`config.mk`:
```
export PLATFORM = sky130hd
export DESIGN_NAME = mlpq_level_table
export DESIGN_NICKNAME = d
export VERILOG_FILES = /design/src/rtl/mlpq_pkg.sv /design/src/rtl/mlpq_level_table.sv
export SDC_FILE = /design/constraint.sdc
export NUM_CORES = 1
export LEC_CHECK = 0
export ABC_AREA = 1
export BUFFER_PORTS_ARGS = -buffer_cell sky130_fd_sc_hd__clkbuf_2
export CORE_ASPECT_RATIO = 1.25
export CORE_MARGIN = 4
export CORE_UTILIZATION = 35
export CTS_CLUSTER_SIZE = 20
export DETAILED_ROUTE_END_ITERATION = 8
export GPL_ROUTABILITY_DRIVEN = 0
export PLACE_DENSITY_LB_ADDON = 0.25
export SLEW_MARGIN = 5
export SYNTH_ARGS = -nofsm -noshare
export SYNTH_HDL_FRONTEND = slang
export SYNTH_SLANG_ARGS = --single-unit
```
`constraint.sdc`:
```
create_clock -name clk_i -period 2.94 [get_ports clk_i]
set_clock_uncertainty 0.05 [all_clocks]
set_input_delay 0.441 -clock clk_i [delete_from_list [all_inputs] [get_ports clk_i]]
set_output_delay 0.441 -clock clk_i [all_outputs]
set_load 0.02 [all_outputs]
```
`src/rtl/mlpq_pkg.sv`:
```
// Shared sizes, codes and types of the multilevel priority queue.
package mlpq_pkg;

  localparam int LEVELS = 16;
  localparam int DEPTH  = 32;

  localparam int LVL_W  = (LEVELS > 1) ? $clog2(LEVELS) : 1;
  localparam int PTR_W  = (DEPTH > 1) ? $clog2(DEPTH) : 1;
  localparam int CNT_W  = $clog2(DEPTH + 1);
  localparam int SUM_W  = PTR_W + 1;
  localparam int WORDS  = LEVELS * DEPTH;
  localparam int ADDR_W = $clog2(WORDS);
  localparam int DATA_W = 32;

  typedef enum logic {
    ACT_ENQ = 1'b0,
    ACT_DEQ = 1'b1
  } action_e;

  typedef enum logic [1:0] {
    ST_OK       = 2'd0,
    ST_FULL     = 2'd1,
    ST_EMPTY    = 2'd2,
    ST_BADLEVEL = 2'd3
  } status_e;

  typedef enum logic {
    S_IDLE = 1'b0,
    S_READ = 1'b1
  } state_e;

  // Pointer update for one level: push bumps the count, pop advances the head and lowers the count.
  typedef struct packed {
    logic             en;
    logic             pop;
    logic [LVL_W-1:0] lvl;
  } lvl_upd_t;

endpackage

```
`src/rtl/mlpq_level_table.sv`:
```
// Per-level head pointers and fill counts, plus the lowest non-empty level search.
module mlpq_level_table
  import mlpq_pkg::*;
(
  input  logic             clk_i,
  input  logic             rst_ni,
  input  logic [LVL_W-1:0] rd_lvl_i,
  input  lvl_upd_t         upd_i,
  output logic [PTR_W-1:0] head_o,
  output logic [CNT_W-1:0] count_o,
  output logic [LVL_W-1:0] first_lvl_o,
  output logic             any_o
);

  logic [PTR_W-1:0] head_q [LEVELS];
  logic [CNT_W-1:0] cnt_q  [LEVELS];
  logic [PTR_W-1:0] head_d;
  logic [CNT_W-1:0] cnt_d;
  logic [LEVELS-1:0] nonempty;

  assign head_o  = head_q[rd_lvl_i];
  assign count_o = cnt_q[rd_lvl_i];

  always_comb begin
    for (int i = 0; i < LEVELS; i++) begin
      nonempty[i] = (cnt_q[i] != '0);
    end
    any_o       = |nonempty;
    first_lvl_o = '0;
    for (int i = LEVELS - 1; i >= 0; i--) begin
      if (nonempty[i]) begin
        first_lvl_o = LVL_W'(i);
      end
    end
  end

  always_comb begin
    head_d = head_q[upd_i.lvl];
    cnt_d  = cnt_q[upd_i.lvl];
    if (upd_i.pop) begin
      head_d = (head_q[upd_i.lvl] == PTR_W'(DEPTH - 1)) ? '0
             : head_q[upd_i.lvl] + PTR_W'(1);
      cnt_d  = cnt_q[upd_i.lvl] - CNT_W'(1);
    end else begin
      cnt_d  = cnt_q[upd_i.lvl] + CNT_W'(1);
    end
  end

  always_ff @(posedge clk_i or negedge rst_ni) begin
    if (!rst_ni) begin
      for (int i = 0; i < LEVELS; i++) begin
        head_q[i] <= '0;
        cnt_q[i]  <= '0;
      end
    end else if (upd_i.en) begin
      head_q[upd_i.lvl] <= head_d;
      cnt_q[upd_i.lvl]  <= cnt_d;
    end
  end

endmodule
```
-- Yosys cells after proc, flatten, opt, wreduce, memory -nomap -nowiden
Cells that the tools add are included.
- register bits after elaboration: 176
- input bits: 12
- logic and storage cells: 96
- add/sub/neg operators: 3
- $lt $le $gt $ge: 3
- equal/unequal tests: 1
- multiplexer cells: 37
- bitwise logic cells: 2
- reduce and logical (&&, ||, !) cells: 18
- operators with widths (kind ; number):
    96-bit bitwise mux ; 1
    6-bit nonzero test ; 16
    80-bit bitwise mux ; 1
    4-bit two-way mux ; 16
    6-bit binary-select mux with 4-bit select ; 2
    5-bit binary-select mux with 4-bit select ; 2
    6-bit two-way mux ; 6
    5-bit two-way mux ; 7
    6-bit demux with 4-bit select ; 1
    5-bit demux with 4-bit select ; 1
    16-bit OR reduction ; 1
    5-bit greater-or-equal comparator (second input constant) ; 2
    4-bit inverter with 5-bit output ; 2
    6-bit by 1-bit adder with 6-bit output (second input constant) ; 1
    6-bit by 1-bit subtractor with 6-bit output (second input constant) ; 1
    5-bit by 1-bit adder with 5-bit output (second input constant) ; 1
    5-bit equality test (second input constant) ; 1
    5-bit by 1-bit < comparator with 1-bit output (second input constant) ; 1
    1-bit logical AND ; 1

-- Logic depth before layout (Yosys ltp)
Gate-level depths: netlist of run 1.
- depth in word-level cells: 17
- depth in mapped cells: 18
- mapped depth without buffers: 17

-- Worst setup path after synthesis of run 1
OpenSTA, ideal clock, no wires.
- path type: input to register
- start: input port upd_i[0] in the netlist's numbering
- end: register cnt_q[52] in the netlist's numbering
- library setup time: 0.130 ns
- data arrival time: 2.848 ns
- slack: -0.088 ns
- cell stages on the path: 14
- path buffers: 4
- cell sequence: nor2_4 buf_6 buf_2 buf_1 a22oi_1 a21oi_1 a2111o_1 ha_1 nand2_1 nor2_1 a211oi_1 xor2_1 clkbuf_1 o21ai_0
- cells in the longest elaborated chain, start to end: 7
- ends and longest elaborated chain (element ; RTL line ; RTL):
    start: declaration ; mlpq_level_table.sv:8 ; input lvl_upd_t upd_i,
    4-bit inverter with 5-bit output (implied by the code) (*) ; mlpq_level_table.sv:43, mlpq_level_table.sv:45, mlpq_level_table.sv:57 ;
    6-bit binary-select mux with 4-bit select ; mlpq_level_table.sv:43, mlpq_level_table.sv:45 ;
    6-bit two-way mux (implied by the code) (2 in series) ; mlpq_level_table.sv:43, mlpq_level_table.sv:45 ;
    6-bit by 1-bit adder with 6-bit output / 6-bit by 1-bit subtractor with 6-bit output (equally long branches) ; mlpq_level_table.sv:45, mlpq_level_table.sv:43 ;
    6-bit two-way mux ; mlpq_level_table.sv:40 ; if (upd_i.pop) begin
    96-bit bitwise mux (*) ; mlpq_level_table.sv:57 ; cnt_q[upd_i.lvl] <= cnt_d;
    end signal: indexed assignment ; mlpq_level_table.sv:57 ;
    end: declaration ; mlpq_level_table.sv:16 ; logic [CNT_W-1:0] cnt_q [LEVELS];
Every way passes the cells marked *; elsewhere a longest branch is shown, timed or not. The select of a mux whose other input is x is not followed.
A chain may end at the register's enable or synchronous reset.

-- Final worst setup path of run 1
- start: register cnt_q[20] in the netlist's numbering
- end: output port first_lvl_o[1]
- cells in the longest elaborated chain, start to end: 14
- ends and longest elaborated chain (element ; RTL line ; RTL):
    6-bit nonzero test ; mlpq_level_table.sv:26 ; nonempty[i] = (cnt_q[i] != '0);
    4-bit two-way mux (13 in series) ; mlpq_level_table.sv:31 ; if (nonempty[i]) begin
    end: declaration ; mlpq_level_table.sv:11 ; output logic [LVL_W-1:0] first_lvl_o,
No other way between the ends.

==> results of run 1 <==
==> state kept, by name (all words and copies together), names as in the netlist <==
signal	count
cnt_q	96
head_q	80
==> per-stage QoR <==
| step | hold WS (ps) | setup WS, ps | total power [mW] |
|---|---|---|---|
| after floorplan | 95.41 | 15.29 | 5.325 |
| after global placement | 418.7 | -26.18 | 6.470 |
| after detailed placement | 415.7 | -77.74 | 6.511 |
| after CTS | 446.3 | 17.68 | 8.938 |
| after global routing | 469.3 | -32.16 | 9.495 |
| final | 446.2 | 100.4 | 8.972 |
==> power by group through the flow <==
| stage | Combinational, mW | Sequential (mW) | Clock (mW) |
|---|---|---|---|
| 6_report | 2.89 | 3.73 | 2.35 |
| 5_1_grt | 3.21 | 3.80 | 2.48 |
| 4_1_cts | 2.84 | 3.70 | 2.39 |
| 3_5_place_dp | 2.76 | 3.75 | 0 |
| 3_3_place_gp | 2.72 | 3.75 | 0 |
| 2_1_floorplan | 1.81 | 3.51 | 0 |
==> what timing repair did <==
action,4_1_cts,5_1_grt
hold buffers,1,0
cloned,0,0
resized for setup,3,7
pin swaps,0,1
setup endpoints to repair,2,2
setup buffers,4,2
endpoints found under the hold margin,12,0
==> worst max path at each step <==
stage                     cells past startpoint       from        endpoint  slack (ps)
after floorplan                              15   upd_i[0]       cnt_q[52]          20
after global placement                       15   upd_i[0]      head_q[49]         -30
after detailed placement                     14   upd_i[0]       cnt_q[77]         -80
after CTS                                    15  cnt_q[22]  first_lvl_o[0]          20
after global routing                         15  cnt_q[20]  first_lvl_o[0]         -30
final                                         9  cnt_q[20]  first_lvl_o[1]         100
==> metal layers <==
metal  GRT usage [%]  up-vias
li1                -     4631
met1           29.50     4731
met2           37.53      330
met3           2.909       96
met4           10.30        0
met5               0        -
==> cells by family after synthesis <==
family	Yosys count	synth area share, %
xor+xnor	4	0.4146
flops	176	42.91
buf+inv	210	8.716
fa+ha+maj	7	0.9265
mux	27	2.755
compound gates	460	26.39
simple gates	425	17.88
==> final cells by class <==
cell class / count / area, µm² / share of cell area, %
Multi-Input combinational cell: 923 / 5005 / 41.38
Sequential cell: 176 / 4404 / 36.41
Clock buffer: 18 / 429.2 / 3.548
Clock inverter: 14 / 168.9 / 1.396
Timing Repair Buffer: 133 / 1082 / 8.948
Tap cell: 390 / 488.0 / 4.034
Inverter: 137 / 518.0 / 4.283
==> cells in the mapped netlist (3+ instances only) <==
| cell | instances | area, µm² |
|---|---|---|
| a21oi_1 | 75 | 375.4 |
| a21oi_2 | 3 | 26.28 |
| a22oi_1 | 50 | 375.4 |
| a22oi_2 | 4 | 50.05 |
| buf_1 | 5 | 18.77 |
| buf_2 | 3 | 15.01 |
| buf_6 | 9 | 101.4 |
| clkbuf_1 | 51 | 191.4 |
| clkinv_1 | 6 | 22.52 |
| dfrtp_1 | 176 | 4404 |
| ha_1 | 6 | 75.07 |
| inv_1 | 125 | 469.2 |
| inv_2 | 4 | 15.01 |
| mux2i_1 | 26 | 260.3 |
| nand2_1 | 298 | 1119 |
| nand3_1 | 15 | 75.07 |
| nand3_2 | 12 | 120.1 |
| nand4_1 | 11 | 68.82 |
| nor2_1 | 58 | 217.7 |
| nor3_1 | 5 | 25.02 |
| nor3b_1 | 3 | 22.52 |
| nor4_1 | 6 | 37.54 |
| o211ai_1 | 24 | 180.2 |
| o21ai_0 | 228 | 1141 |
| o21ai_1 | 14 | 70.07 |
| o21ai_2 | 23 | 201.4 |
| o221ai_1 | 9 | 78.83 |
| o22ai_1 | 26 | 162.7 |
| or2_1 | 3 | 18.77 |
| or2_2 | 3 | 18.77 |
==> worst reg2reg max path, delay by kind of cell, from the launching register on <==
kind / cells / cell delay [ps]
DFF: 1 / 450
and+or+nand+nor: 5 / 660
AOI/OAI and AO/OA: 4 / 990
adders and majority gates: 1 / 390
==> cell usage in the layout (no fill, tap or decap), types with 6 or more instances in the layout <==
master     count
nand3_1       15
mux2i_1       26
buf_4         96
o21ai_0      228
nand4_1       11
clkbuf_16     17
o21ai_2       23
a21oi_1       74
clkbuf_2      24
nand2_1      298
a22oi_1       50
o21ai_1       14
nand3_2       12
ha_1           6
buf_12        11
o221ai_1       9
o211ai_1      24
nor2_1        58
inv_1        125
clkinv_1       6
o22ai_1       26
dfrtp_1      176
==> impl_metrics.yaml, run 1 <==
run_status:
  status: "complete, no violations"
power:
  p_comb_share_pct: 32.2
  vdd_drop_max_v: 0.0004138
  power.switching_mw: 3.578
  leakage_nw: 5.480
  power_frac_clock_pct: 26.2
  p_seq_share_pct: 41.6
  p_int_mw: 5.395
  power.density_nw_per_um2: 741.8
  swShare_pct: 39.88
route:
  wl_met1_um: 15660
  drcViolationCount: 0
  via_count: 9788
  vias_per_cell: 5.465
  drtPass1Iterations: 5
  top_layer: "met4"
  met2WireLength_um: 17090
  met3WireLength_um: 1853
  dr.first_iter.drc_count: 1002
  post_drt_wl_per_cell_um: 20.15
  ant_nets: 0
  drt-total-wl_um: 36090
floorplan:
  placementRows: 69
  core-area_um2: 28660
  die_w_um: 161.2
  pin_count: 28
  start_util_pct: 35.81
  dieArea_um2: 32150
  die_h_um: 199.5
global_routing:
  antenna_found_initial: 0
  grt_pass1_wl_um: 55640
  grt_max_degree: 70
  grt_use_total_pct: 22.55
  grt-ovfl-total: 0
  first_global_vias: 9466
placed_design:
  dp.cells: 1752
  dpl_cell_area_um2: 11400
  dp_hpwl_um: 25560
  port_buffers: 27
final_layout:
  instances_no_fill: 1791
  design_area_um2: 12100
  layout.nets: 1407
  num_antenna_cells: 0
  syn2layout_area_growth_pct: 17.85
  fillers: 3022
  drive_above_1_share_pct: 16.63
  fin_util_pct: 42.20
clock_tree:
  clock_latency_ps: 450
  clockBufferDepth: 2
  cts_tree: "built"
  numCtsBuffers: 17
  clock_tree.root_cell: "clkbuf_16"
  cts_max_level: 4
  cts.sinks: 176
  clkTransAtPathRegs_ps: 70
sta:
  drv_slew: 0
  hold_violations: 0
  fin_crit_ps: 2840
  rsz0062_at_grt: "true"
  fmax_mhz: 352.2
  worst_slew_pin_slew_ps: 819.1
  setup_viol: 0
  relSlewSlack_pct: 45.33
  post-route-period-util_pct: 96.58
  finalSetupTns_ps: 0
critical_path:
  r2r_start: "cnt_q[75]"
  r2r_cells: 10
  cp_cell_sequence: "or2_2 -> nor3_4 -> nand2_1 -> nor2_1 -> nor2_1 -> o21ai_0 -> nand2_1 -> a21boi_1 -> clkbuf_2"
  crit_required_ps: 2450
  cp_top_family: "simple AND/OR/NAND/NOR gates"
  crit_slowest_cell: "dfrtp_1"
  endpoint_kind: "output pin"
  r2r-end: "cnt_q[89]"
  startpoint_type: "register"
  crit_arrival_ps: 2350
  path_class: "reg2out"
  critPathMaxFanout: 3
  cpPeakStageDelay_ps: 380
  rrSetupSlack_ps: 340
  path_buf_inv: 1
synthesis:
  syn_inst: 1309
  synth.distinct_cells: 51
  ys_warn_count: 0
  dominantRegCellSynth: "dfrtp_1"
  avgSynthCellArea_um2: 7.841
  synth-edff-count: 0
  mappedNetlistNets: 1328
  async_flop_share_pct: 100.0
  synth_area_um2: 10260
  synth_seq_area_share_pct: 42.91
  ys_ff_latch: 176
hold_path:
  min_from: "cnt_q[58]"
  hp-class: "reg2reg"
  hold_depth: 2
  whs_endpoint: "cnt_q[58]"
run:
  drv_cap: 0
No activity file was read; power rests on OpenSTA's default activity.
==> run 2, diff against run 1 <==
--- a/config.mk
+++ b/config.mk
@@ -5,7 +5,7 @@
 export SDC_FILE = /design/constraint.sdc
 export NUM_CORES = 1
 export LEC_CHECK = 0
-export ABC_AREA = 1
+export ABC_AREA = 0
 export BUFFER_PORTS_ARGS = -buffer_cell sky130_fd_sc_hd__clkbuf_2
 export CORE_ASPECT_RATIO = 1.25
 export CORE_MARGIN = 4
==> run 2 against run 1 <==
Net effect: the run now ends with setup timing left; synthesized cell count decreased by 28%; cell count decreased by 17%; first-iteration DRC count decreased by 47%; sequential share of layout area decreased by 2.9 points; sequential power increased by 2%; register-to-register slack got worse by 470 ps; die area increased by 0.58%.
==> impl_metrics.yaml, run 2 <==
route:
  drcViolationCount: 0
  post_drt_wl_per_cell_um: 23.31
  drtPass1Iterations: 5
  drt-total-wl_um: 34520
  via_count: 8328
  ant_nets: 0
  dr.first_iter.drc_count: 529
  vias_per_cell: 5.623
synthesis:
  async_flop_share_pct: 100.0
  avgSynthCellArea_um2: 10.95
  post-synth-top-count-cell: "nand2_1"
  synth_seq_area_share_pct: 42.65
  synth_area_leaders: "dfrtp_1 (43%), mux4_2 (23%), o21ai_0 (7.2%)"
  mappedNetlistNets: 962
  dominantRegCellSynth: "dfrtp_1"
  ys_warn_count: 0
  ys_ff_latch: 176
  syn_inst: 943
  synth_top_cell_by_area: "dfrtp_1"
  synth-edff-count: 0
  synth_commonest_cells: "nand2_1 (187), dfrtp_1 (176), o21ai_0 (148)"
  synth_area_um2: 10330
  synth_top_cell_area_share_pct: 42.65
  synth.distinct_cells: 57
clock_tree:
  clockBufferDepth: 2
  cts_max_level: 4
  clkTransAtPathRegs_ps: 70
  cts_tree: "built"
  clock_tree.root_cell: "clkbuf_16"
  numCtsBuffers: 17
  cts.sinks: 176
  clock_latency_ps: 440
power:
  power_frac_clock_pct: 19.5
  total_power_mw: 11.72
  swShare_pct: 38.17
  power.density_nw_per_um2: 892.3
  leakage_nw: 5.610
  p_comb_share_pct: 48.1
  vdd_drop_max_v: 0.0004779
  power.switching_mw: 4.475
  p_int_mw: 7.247
  p_seq_share_pct: 32.4
sta:
  fin_crit_ps: 3074
  drv_slew: 0
  setup_viol: 19
  post-route-period-util_pct: 104.6
  finalSetupTns_ps: -1938
  fmax_mhz: 325.3
  relSlewSlack_pct: 53.16
  worst_slew_pin_slew_ps: 702.7
  worst_slack_ps: -134.2
  hold_violations: 0
  rsz0062_at_grt: "true"
  holdWs_ps: 447.1
floorplan:
  dieArea_um2: 32330
  placementRows: 70
  core-area_um2: 29170
  die_h_um: 200.0
  pin_count: 28
  die_w_um: 161.6
  start_util_pct: 35.41
global_routing:
  grtUsageMet2_pct: 36.91
  top_usage_layer: "met2"
  antenna_found_initial: 0
  grt_pass1_wl_um: 52120
  grt_use_met3_pct: 3.183
  grt-ovfl-total: 0
  gr-usage-met1_pct: 27.51
  first_global_vias: 8373
  grt_use_total_pct: 21.42
  grt_max_degree: 67
critical_path:
  path_class: "reg2reg"
  crit_required_ps: 3200
  r2r-end: "cnt_q[23]"
  r2r_start: "cnt_q[45]"
  r2r_cells: 9
  critPathMaxFanout: 8
  rrSetupSlack_ps: -130
  startpoint_type: "register"
  endpoint_kind: "register"
  crit_arrival_ps: 3330
final_layout:
  layout_common_cells: "nand2_1 (184), dfrtp_1 (175), buf_4 (134), o21ai_0 (125), mux4_2 (104)"
  fin_util_pct: 45.04
  top_regs: "cnt_q x96, head_q x80"
  design_area_um2: 13140
  num_antenna_cells: 0
  drive_above_1_share_pct: 39.91
  layout_commonest_cell: "nand2_1"
  largest_register: "cnt_q"
  syn2layout_area_growth_pct: 27.20
  layout.nets: 1091
  fillers: 2710
  largest_register_ffs: 96
hold_path:
  whs_endpoint: "head_q[44]"
  hp-class: "reg2reg"
  hold_depth: 2
  min_from: "head_q[44]"
placed_design:
  dp_hpwl_um: 24090
  dpl_cell_area_um2: 11910
  port_buffers: 27
run_status:
  status: "finished, violations left"
  violations: "setup timing"
run:
  drv_cap: 0
[run 2: cell count changes after synthesis, moves of 12 or more]
cell | previous run | this run
inv_1 | 125 | 8
nand2_1 | 298 | 187
mux4_2 | 0 | 104
o21ai_0 | 228 | 148
a21oi_1 | 75 | 15
a22oi_1 | 50 | 6
or3_1 | 0 | 35
o22ai_1 | 26 | 1
mux2i_1 | 26 | 2
o211ai_1 | 24 | 2
nor2_1 | 58 | 37
mux2_2 | 0 | 18
o21ai_2 | 23 | 10
nand3_2 | 12 | 0
[run 2: final cells by class]
type / instances / area (µm²) / area share (%)
Sequential cell: 176 / 4405 / 33.54
Tap cell: 396 / 495.5 / 3.772
Clock buffer: 21 / 450.4 / 3.429
Multi-Input combinational cell: 681 / 5962 / 45.39
Clock inverter: 11 / 128.9 / 0.9811
Timing Repair Buffer: 186 / 1655 / 12.60
Inverter: 10 / 37.54 / 0.2858
[run 2: power groups by stage]
stage                     Sequential [mW]  Combinational [mW]  Clock [mW]
final                                3.80                5.64        2.29
after detailed placement             3.81                4.73           0
after global routing                 3.88                6.01        2.43
after floorplan                      3.66                2.68           0
after global placement               3.81                4.66           0
after CTS                            3.78                4.96        2.32
[run 2: cell families after synthesis]
group | synth area share, %
AOI/OAI and AO/OA | 11.94
muxes | 25.06
and+or+nand+nor | 14.92
xor gates and xnor gates | 0.4847
buffers and inverters | 4.035
DFF | 42.65
adders and majority gates | 0.9209
[run 2: metal layers]
layer	up-vias	share of wire (%)
li1	3750	-
met1	4238	41
met2	257	51
met3	83	4.5
met4	0	3.7
met5	-	0
[run 2: worst max path at each step]
stage | startpoint | to | slack [ps] | cells past startpoint
3_5_place_dp | upd_i[0] | cnt_q[41] | -630 | 10
2_1_floorplan | upd_i[0] | cnt_q[83] | -590 | 13
6_report | cnt_q[45] | cnt_q[23] | -130 | 9
4_1_cts | cnt_q[50] | first_lvl_o[3] | -210 | 8
5_1_grt | cnt_q[45] | any_o | -180 | 9
3_3_place_gp | upd_i[0] | cnt_q[41] | -590 | 10
[run 2: worst max-delay path, stage by stage, from the launching register on]
cell and delay [ps]:
dfrtp_1 390, buf_4 140, mux4_2 490, mux4_2 520, ha_4 180, or3_4 390
o32ai_4 300, xnor2_4 200, clkbuf_16 220, o21ai_2 60
[run 2: metrics by stage]
step                      setup WS, ps  instances
after detailed placement        -632.1       1427
after CTS                       -211.5       1466
after global placement          -588.3       1427
after global routing            -178.5       1481
after floorplan                 -589.9        943
final                           -134.2       1481
[run 2: what timing repair did]
action / CTS / global route
resized for setup: 40 / 78
hold buffers: 1 / 0
setup buffers: 5 / 12
gates cloned: 1 / 3
setup endpoints to repair: 85 / 77
pin swaps: 15 / 43
endpoints found under the hold margin: 7 / 0
==> run 3, diff against run 2 <==
--- a/config.mk
+++ b/config.mk
@@ -5,14 +5,13 @@
 export SDC_FILE = /design/constraint.sdc
 export NUM_CORES = 1
 export LEC_CHECK = 0
-export ABC_AREA = 0
 export BUFFER_PORTS_ARGS = -buffer_cell sky130_fd_sc_hd__clkbuf_2
-export CORE_ASPECT_RATIO = 1.25
 export CORE_MARGIN = 4
 export CORE_UTILIZATION = 35
 export CTS_CLUSTER_SIZE = 20
 export DETAILED_ROUTE_END_ITERATION = 8
 export GPL_ROUTABILITY_DRIVEN = 0
+export GPL_TIMING_DRIVEN = 0
 export PLACE_DENSITY_LB_ADDON = 0.25
 export SLEW_MARGIN = 5
 export SYNTH_ARGS = -nofsm -noshare
==> run 3 against run 2 <==
Net effect: the run still ends with setup timing left; non-clock buffer count fell by 28; sequential power rose by 7.1%; power barely moved; maximum frequency fell by 4.8%; routed wire length rose by 9.1%; cell count fell by 2.8%; worst hold slack got worse by 9.4 ps; flip-flop and latch count did not move; clock-buffer cell count fell by 1; die area barely moved; design area fell by 1.8%.
==> impl_metrics.yaml, run 3 (synthesized netlist as in run 2, its figures left out) <==
placed_design:
  post-place-ws_ps: -1970
  port_buffers: 22
  dpl_cell_area_um2: 11120
  dp.cells: 1351
  dp_hpwl_um: 26150
run:
  drv_cap: 0
clock_tree:
  cts_tree: "built"
  cts_max_level: 4
  clock_latency_ps: 450
  clkTransAtPathRegs_ps: 70
  numCtsBuffers: 17
  clock_tree.root_cell: "clkbuf_16"
  cts.sinks: 176
  clockBufferDepth: 2
route:
  post_drt_wl_per_cell_um: 26.15
  drtPass1Iterations: 5
  vias_per_cell: 6.008
  drt-total-wl_um: 37660
  ant_nets: 0
  drcViolationCount: 0
  via_count: 8651
  dr.first_iter.drc_count: 865
global_routing:
  first_global_vias: 8583
  grt_max_degree: 77
  antenna_found_initial: 0
  grt_pass1_wl_um: 56590
  grt-ovfl-total: 0
  grt_use_total_pct: 23.40
critical_path:
  path_class: "in2reg"
  endpoint_kind: "register"
  startpoint_type: "input port"
  crit_required_ps: 3190
  critPathMaxFanout: 8
  crit_arrival_ps: 3470
  r2r_start: "cnt_q[49]"
  cp-startpoint: "upd_i[0]"
final_layout:
  syn2layout_area_growth_pct: 24.88
  largest_register_ffs: 96
  layout.nets: 1062
  instances_no_fill: 1440
  design_area_um2: 12890
  top_regs: "cnt_q x96, head_q x80"
  largest_register: "cnt_q"
  num_antenna_cells: 0
  layout_commonest_cell: "nand2_1"
  layout_common_cells: "nand2_1 (185), dfrtp_1 (173), o21ai_0 (125), mux4_2 (104), buf_4 (45)"
  drive_above_1_share_pct: 36.08
floorplan:
  placementRows: 62
  start_util_pct: 35.69
  dieArea_um2: 32320
  pin_count: 28
  core-area_um2: 28940
  die_w_um: 179.8
  die_h_um: 179.8
power:
  vdd_drop_max_v: 0.0004690
  power.density_nw_per_um2: 909.4
  leakage_nw: 5.365
hold_path:
  hp-class: "in2async"
sta:
  finalSetupTns_ps: -8356
  setup_viol: 51
  relSlewSlack_pct: 28.97
  post-route-period-util_pct: 109.8
  hold_violations: 0
  worst_slack_ps: -287.8
  fin_crit_ps: 3228
  worst_slew_pin_slew_ps: 1065
  drv_slew: 0
  rsz0062_at_grt: "true"
  fmax_mhz: 309.8
run_status:
  status: "finished, violations left"
  violations: "setup timing"
## run 3: final timing paths
kind	end	cells past startpoint	slack [ps]
max	cnt_q[77]	13	-290
min	cnt_q[60]	2	440
max reg2reg	cnt_q[75]	11	-160
min reg2reg	head_q[66]	2	450
max in group asynchronous	head_q[7]	4	1360
min in group clk_i	head_q[66]	2	450
## run 3: critical path, cell delays in order
cell	delay (ps)
buf_12	80
buf_12	100
buf_12	110
buf_12	130
buf_12	140
mux4_2	520
mux4_2	540
ha_4	190
or3_4	380
o32ai_4	350
xnor2_4	200
buf_6	200
o21ai_1	70
## run 3: layout make-up
type	instances	area (µm²)
Fill cell	2715	16040
Multi-Input combinational cell	680	5982
Sequential cell	176	4408
Timing Repair Buffer	84	787.0
Buffer	74	590.6
Tap cell	384	480.5
Clock buffer	20	446.7
Clock inverter	12	160.2
Inverter	10	40.04
## run 3: what timing repair did
action / CTS / global route
setup buffers: 45 / 10
setup endpoints to repair: 136 / 126
endpoints found under the hold margin: 38 / 0
pin swaps: 22 / 24
gates cloned: 6 / 0
gates resized for setup: 122 / 86
hold buffers: 1 / 0
## run 3: power by group
part	internal [mW]	switching, mW	total [mW]
Combinational	2.50	2.74	5.24
Clock	1.37	1.05	2.42
Sequential	3.16	0.918	4.07
Total	7.02	4.70	11.7
## run 3: per-stage QoR
| step | power, mW | hold slack [ps] | util, % |
|---|---|---|---|
| finish | 11.73 | 437.7 | 44.56 |
| floorplan | 6.336 | 95.41 | - |
| detailed placement | 7.861 | 335.2 | 38.44 |
| CTS | 11.47 | 442.0 | 43.86 |
| global route | 12.27 | 470.1 | 44.56 |
| global placement | 7.771 | 426.6 | 38.22 |
## run 3: routing by layer
metal / part of all wire [%] / track usage (%) / vias up
met5: 0 / 0 / -
met4: 4.7 / 9.662 / 0
met3: 8.6 / 6.932 / 122
met2: 46 / 36.16 / 451
met1: 40 / 31.00 / 4380
li1: - / - / 3698
